File: src/design/banked_memory_map_decoder_defines.svh
// Assertion helpers shared by the decoder modules.
// Both expect clk_i and rst_ni in the scope where they are used.
`ifndef BANKED_MEMORY_MAP_DECODER_DEFINES_SVH
`define BANKED_MEMORY_MAP_DECODER_DEFINES_SVH

// Consequent holds in the same cycle as the antecedent
`define BMMD_ASSERT_SAME(lbl, ante, cons, msg) \
  lbl: assert property (@(posedge clk_i) disable iff (!rst_ni) (ante) |-> (cons)) \
    else $error(msg);

// Consequent holds in the cycle after the antecedent
`define BMMD_ASSERT_NEXT(lbl, ante, cons, msg) \
  lbl: assert property (@(posedge clk_i) disable iff (!rst_ni) (ante) |=> (cons)) \
    else $error(msg);

`endif

File: src/design/bmmd_pkg.sv
`default_nettype none
package bmmd_pkg;

  // Storage geometry
  localparam int unsigned RAM_BYTES   = 65536;
  localparam int unsigned RAM_AW      = 16;
  localparam int unsigned COLOR_CELLS = 1024;
  localparam int unsigned COLOR_AW    = 10;
  localparam int unsigned BASIC_BYTES = 8192;
  localparam int unsigned BASIC_AW    = 13;
  localparam int unsigned KERNEL_BYTES = 8192;
  localparam int unsigned KERNEL_AW   = 13;
  localparam int unsigned GLYPH_BYTES = 4096;
  localparam int unsigned GLYPH_AW    = 12;

  // I/O register addresses
  localparam logic [15:0] ADDR_VIDEO_MODE = 16'hD018;
  localparam logic [15:0] ADDR_BORDER     = 16'hD020;
  localparam logic [15:0] ADDR_BACKGROUND = 16'hD021;
  localparam logic [15:0] ADDR_KEY_COLUMN = 16'hDC00;
  localparam logic [15:0] ADDR_KEY_SCAN   = 16'hDC01;

  // Reset values of the first two RAM bytes
  localparam logic [7:0] RAM0_RESET = 8'hEF;
  localparam logic [7:0] RAM1_RESET = 8'h07;

  // Color read pads the upper nibble
  localparam logic [7:0] COLOR_PAD = 8'hF0;
  localparam logic [3:0] NIBBLE_MASK = 4'hF;

  // Screen codes that hide color changes
  localparam logic [7:0] CHAR_SPACE  = 8'd32;
  localparam logic [7:0] CHAR_SHIFTED_SPACE = 8'd96;

  // Screen cell window: RAM 1024 .. 2023
  localparam logic [5:0] SCREEN_PAGE = 6'd1;
  localparam logic [9:0] SCREEN_CELLS = 10'd1000;

  typedef enum logic [1:0] {
    CMD_READ  = 2'd0,
    CMD_WRITE = 2'd1,
    CMD_LOAD  = 2'd2,
    CMD_NOP   = 2'd3
  } cmd_e;

  typedef enum logic [1:0] {
    RD_NONE   = 2'd0,
    RD_CELL   = 2'd1,
    RD_SCREEN = 2'd2,
    RD_BORDER = 2'd3
  } redraw_e;

  typedef enum logic [1:0] {
    ST_CLEAR,
    ST_IDLE,
    ST_EVAL
  } state_e;

  typedef struct packed {
    cmd_e        cmd;
    logic [15:0] address;
    logic [7:0]  write_data;
    logic [63:0] key_matrix;
  } in_item_t;

  typedef struct packed {
    logic [7:0] read_data;
    redraw_e    redraw_kind;
    logic [9:0] cell_index;
    logic [7:0] border_value;
  } out_item_t;

  // Controller to datapath
  typedef struct packed {
    logic clear;
    logic capture;
    logic commit;
  } ctrl_cmd_t;

  // Datapath to controller
  typedef struct packed {
    logic clear_last;
    logic slot_free;
  } ctrl_status_t;

endpackage
`default_nettype wire

File: src/design/bmmd_ctrl.sv
`default_nettype none
module bmmd_ctrl (
  input  wire logic                  clk_i,
  input  wire logic                  rst_ni,
  input  wire logic                  in_valid_i,
  output logic                       in_ready_o,
  input  wire bmmd_pkg::ctrl_status_t status_i,
  output bmmd_pkg::ctrl_cmd_t        cmd_o
);
  import bmmd_pkg::*;

  `include "banked_memory_map_decoder_defines.svh"

  state_e state_q, state_d;

  // Hold state
  always_ff @(posedge clk_i or negedge rst_ni) begin
    if (!rst_ni) begin
      state_q <= ST_CLEAR;
    end else begin
      state_q <= state_d;
    end
  end

  // Advance: sweep, wait for a transfer, evaluate and commit
  always_comb begin
    state_d = state_q;
    case (state_q)
      ST_CLEAR: begin
        if (status_i.clear_last) state_d = ST_IDLE;
      end
      ST_IDLE: begin
        if (in_valid_i) state_d = ST_EVAL;
      end
      ST_EVAL: begin
        if (status_i.slot_free) state_d = ST_IDLE;
      end
      default: state_d = ST_CLEAR;
    endcase
  end

  // Drive commands
  always_comb begin
    cmd_o      = '0;
    in_ready_o = 1'b0;
    case (state_q)
      ST_CLEAR: cmd_o.clear = 1'b1;
      ST_IDLE: begin
        in_ready_o    = 1'b1;
        cmd_o.capture = in_valid_i;
      end
      ST_EVAL: cmd_o.commit = status_i.slot_free;
      default: cmd_o = '0;
    endcase
  end

  `BMMD_ASSERT_SAME(a_commit_needs_slot, cmd_o.commit, status_i.slot_free,
                    "commit without a free output slot")
  `BMMD_ASSERT_NEXT(a_capture_then_eval, cmd_o.capture, state_q == ST_EVAL,
                    "capture not followed by evaluation")
  `BMMD_ASSERT_SAME(a_no_accept_in_clear, cmd_o.clear, !in_ready_o && !cmd_o.capture,
                    "transfer taken during clearing sweep")

endmodule
`default_nettype wire

File: config.mk
export PLATFORM = sky130hd
export DESIGN_NAME = bmmd_ctrl
export DESIGN_NICKNAME = d
export VERILOG_FILES = /design/src/design/bmmd_pkg.sv /design/src/design/bmmd_ctrl.sv
export VERILOG_INCLUDE_DIRS = /design/src /design/src/design
export SDC_FILE = /design/constraint.sdc
export NUM_CORES = 1
export LEC_CHECK = 0
export ABC_AREA = 1
export BUFFER_PORTS_ARGS = -buffer_cell sky130_fd_sc_hd__buf_2
export CORE_AREA = 4 4 41 43
export CTS_BUF_LIST = sky130_fd_sc_hd__clkbuf_4
export CTS_CLUSTER_SIZE = 12
export DETAILED_ROUTE_END_ITERATION = 8
export DIE_AREA = 0 0 45 47
export GPL_TIMING_DRIVEN = 0
export MAX_ROUTING_LAYER = met4
export SYNTH_ARGS = -nofsm -noshare
export SYNTH_HDL_FRONTEND = slang
export SYNTH_SLANG_ARGS = --single-unit
File: constraint.sdc
create_clock -name clk_i -period 1.79 [get_ports clk_i]
set_clock_uncertainty 0.1 [all_clocks]
set_input_delay 0.358 -clock clk_i [delete_from_list [all_inputs] [get_ports clk_i]]
set_output_delay 0.358 -clock clk_i [all_outputs]
set_load 0.01 [all_outputs]
**Word level (Yosys, flattened, before mapping)**

Index checks and enable logic that the tools add are counted.

- Logic and storage cells: 16
- Bits in registers: 2
- Bits in read-only memories: 0
- Output and inout port bits: 4
- Bits in latches: 0
- Memory bits (writable): 0
- Input bits: 5
- Memories: 0

- Div/mod/pow operators: 0
- Shift operators: 0
- Order comparisons: 0
- Reduce and logical (&&, ||, !) cells: 2
- Add/sub/neg operators: 0
- Bitwise gates (word level): 0
- Equality and inequality tests: 5
- Mux-type cells: 8
- Multipliers: 0

Operators with widths:

| kind | number |
|---|---|
| $mux 2 | 3 |
| $ne 2x2->1 const B | 3 |
| $pmux 2 s3 | 1 |
| $mux 1 | 4 |
| $reduce_and 3->1 | 1 |
| $eq 2x1->1 const B | 1 |
| $eq 2x2->1 const B | 1 |
| $logic_not 2->1 | 1 |

**Depth between registers and ports, before layout**

- Word-level depth: 3
- Depth in mapped cells: 4
- Depth with buffers taken out: 4

**Worst setup path before layout**

Ideal clock, no wire load.

- Path type: register to output
- Start point: register state_q[0]
- End point: output port cmd_o[0] in the netlist's numbering
- Cell stages (with the launch flop): 2
- Arrival time: 0.722 ns
- Required time: 1.332 ns
- Setup slack: 0.610 ns
- Buffers on the path: 0
- Path through: dfrtp_1 -> nor3_1

RTL lines:

| item | RTL line | text |
|---|---|---|
| start, declared | bmmd_ctrl.sv:14 | `state_e state_q, state_d;` |
| start signal, assigned | bmmd_ctrl.sv:21 | `state_q <= state_d;` |
| end, declared | bmmd_ctrl.sv:8 | `output bmmd_pkg::ctrl_cmd_t cmd_o` |

==> impl_results.md <==
* Leakage at 0.000128 uW
* Cell Chain, Critical Path: inv_1, nand2_1, nor2_1, buf_2
* Clock sinks at 2
* Status: finished clean
* Max reg flops at 2
* Total of max-cap violations at 0
* Nets at 37
* RD Place Congestion at 0.777
* Synth cell types at 9
* Longest Clk Path Bufs at 2
* Area Overhead vs Synth at 76.0%
* Vias in the first global route at 123
* YS warnings at 0
* Max-slew violations at 0
* DRT antenna net count at 0
* Worst stage delay on the critical path at 0.39 ns
* Die W at 45 um
* Placed Instances at 41
* Fmax at 688 MHz
* Top cells by area, synth: dfrtp_1 (42%), inv_1 (19%), nand2_1 (9.4%), nand3_1 (8.3%), nand4_1 (5.2%)
* Worst Path Buf+Inv at 2
* Crit path max-delay family: flip-flops
* DRT iter0 DRCs at 1
* Most frequent cells in the layout: buf_2 (8), inv_1 (6), nand2_1 (3), clkbuf_4 (3)
* Final cell count without fillers at 45
* RSZ-0062 raised after global routing: false
* Largest net degree at the start of global routing at 6
* Routed WL at 327 um
* Number of hold buffers added after cts at 1
* Clock transition at the registers of the reported paths at 0.03 ns
* DP HPWL at 244 um
* Root buffer cell: clkbuf_4
* Total power draw at 342 uW
* Skew-Pair Late Insertion Delay at 0.22 ns
* Antenna Cells at 0
* CTS tree: done
* Crit path kind: reg -> out
* Total GRT Usage at 4.97%
* Die area at 2120 sq um
* Flop and latch count out of synthesis at 2
* Die Ht at 47 um
* Syn Nets at 23
* Period utilization at 81.2%
* Starting Density at 9.23%
* Layout cells sized above 1 at 40.0%
* Synth area leader: dfrtp_1
* Cells after Synth at 18
* Boundary Pins at 9
* Post-Syn Area at 120 sq um
* Largest regs: state_q x2
* Mean Syn Cell Area at 6.67 sq um
* Buffers on Ports at 8
* Post-cts sizing count at 0
* Worst Path Arrival at 0.99 ns
* Wire per inst at 7.27 um
* Vias per std cell at 3.29
* Seq/Total Area, Yosys at 41.7%
* Cts bufs inserted at 3
* Max IR drop VDD at 335 uV
* Largest reg by FF count: state_q
* Rows at 13
* CP Capture Type: output port
* Final hold violations at 0
* Worst slew margin at 88.9%
* Most common cell after layout, fill and taps aside: buf_2
* Residual DRC count at 0
* Top-area cell type share of the netlist area at 41.7%
* Initial antenna violation count at 0
* Htree depth at 1
* Vias after detailed routing at 148
* Slowest CP cell: dfrtp_1
* Setup TNS at 0 ns
* Core Area at 1300 sq um
* Startpoint class of the critical path: flip-flop
* Setup bufs post-CTS at 0
* Worst hold path class: in -> async
* First-pass detailed-route iteration total at 2
* Min Tclk post-route at 1.45 ns
* Worst-Margin Slew at 0.165 ns
* First-pass GRT wire length at 545 um
* Grt ovf at 0
* Peak fanout along the critical path at 3
* # setup viols final at 0
* PwrDens at 1620 nW/um^2
* Worst Path Required at 1.33 ns
-- per-layer routing --
layer  part of all wire [%]  track usage (%)  vias to the layer above
li1                       -                -                       79
met1                     39             3.40                       64
met2                     47             5.37                        5
met3                     13             5.75                        0
met4                      0             7.02                        0
met5                      0                -                        -
-- power breakdown --
group	internal [uW]	leakage, uW	switching [uW]
Sequential	67.8	0.0000249	25.2
Clock	74.0	0.0000138	26.0
Combinational	62.3	0.0000890	86.2
-- per-stage QoR --
step / worst slack, ns / util (%) / cell area [sq um] / hold slack [ns]
after detailed placement: 0.565 / 13.8 / 179 / 0.0477
after global routing: 0.229 / 16.3 / 211 / 0.347
after floorplan: 0.610 / - / 120 / -0.0376
after CTS: 0.317 / 16.3 / 211 / 0.336
after global placement: 0.565 / 13.8 / 179 / 0.0447
final: 0.337 / 16.3 / 211 / 0.349
-- final cells by class --
| cell class | count | area (sq um) |
|---|---|---|
| Multi-Input combinational cell | 10 | 47.5 |
| Fill cell | 163 | 1090 |
| Tap cell | 15 | 18.8 |
| Clock buffer | 3 | 22.5 |
| Inverter | 6 | 22.5 |
| Timing Repair Buffer | 9 | 50.0 |
| Sequential cell | 2 | 50.0 |
-- final timing paths --
path                                   startpoint                     end  slack, ns  cells past startpoint
setup / recovery           state_q[1]$_DFFE_PN0P_                cmd_o[1]       0.34                      4
hold / removal                             rst_ni  state_q[1]$_DFFE_PN0P_       0.35                      2
setup reg to reg           state_q[0]$_DFFE_PN0P_  state_q[0]$_DFFE_PN0P_       0.82                      4
hold reg to reg            state_q[1]$_DFFE_PN0P_  state_q[1]$_DFFE_PN0P_       0.51                      2
max in group asynchronous                  rst_ni  state_q[0]$_DFFE_PN0P_       1.14                      2
min in group clk_i                     in_valid_i  state_q[0]$_DFFE_PN0P_       0.36                      4
-- synthesized netlist by cell type --
master / n
nand4_1: 1
nor3_1: 1
nor2_1: 1
nor2_2: 1
dfrtp_1: 2
nand2_1: 3
nand3_1: 2
inv_1: 6
o21ai_0: 1
-- logic make-up (layout without fill, tap and decap cells) --
logic type | Yosys count | count (layout) | share of synthesized area, %
AND/OR/NAND/NOR | 9 | 9 | 35.4
flip-flops | 2 | 2 | 41.7
buffers and inverters | 6 | 18 | 18.7
AO/OA/AOI/OAI | 1 | 1 | 4.16
Power figures use the tool's default switching activity.
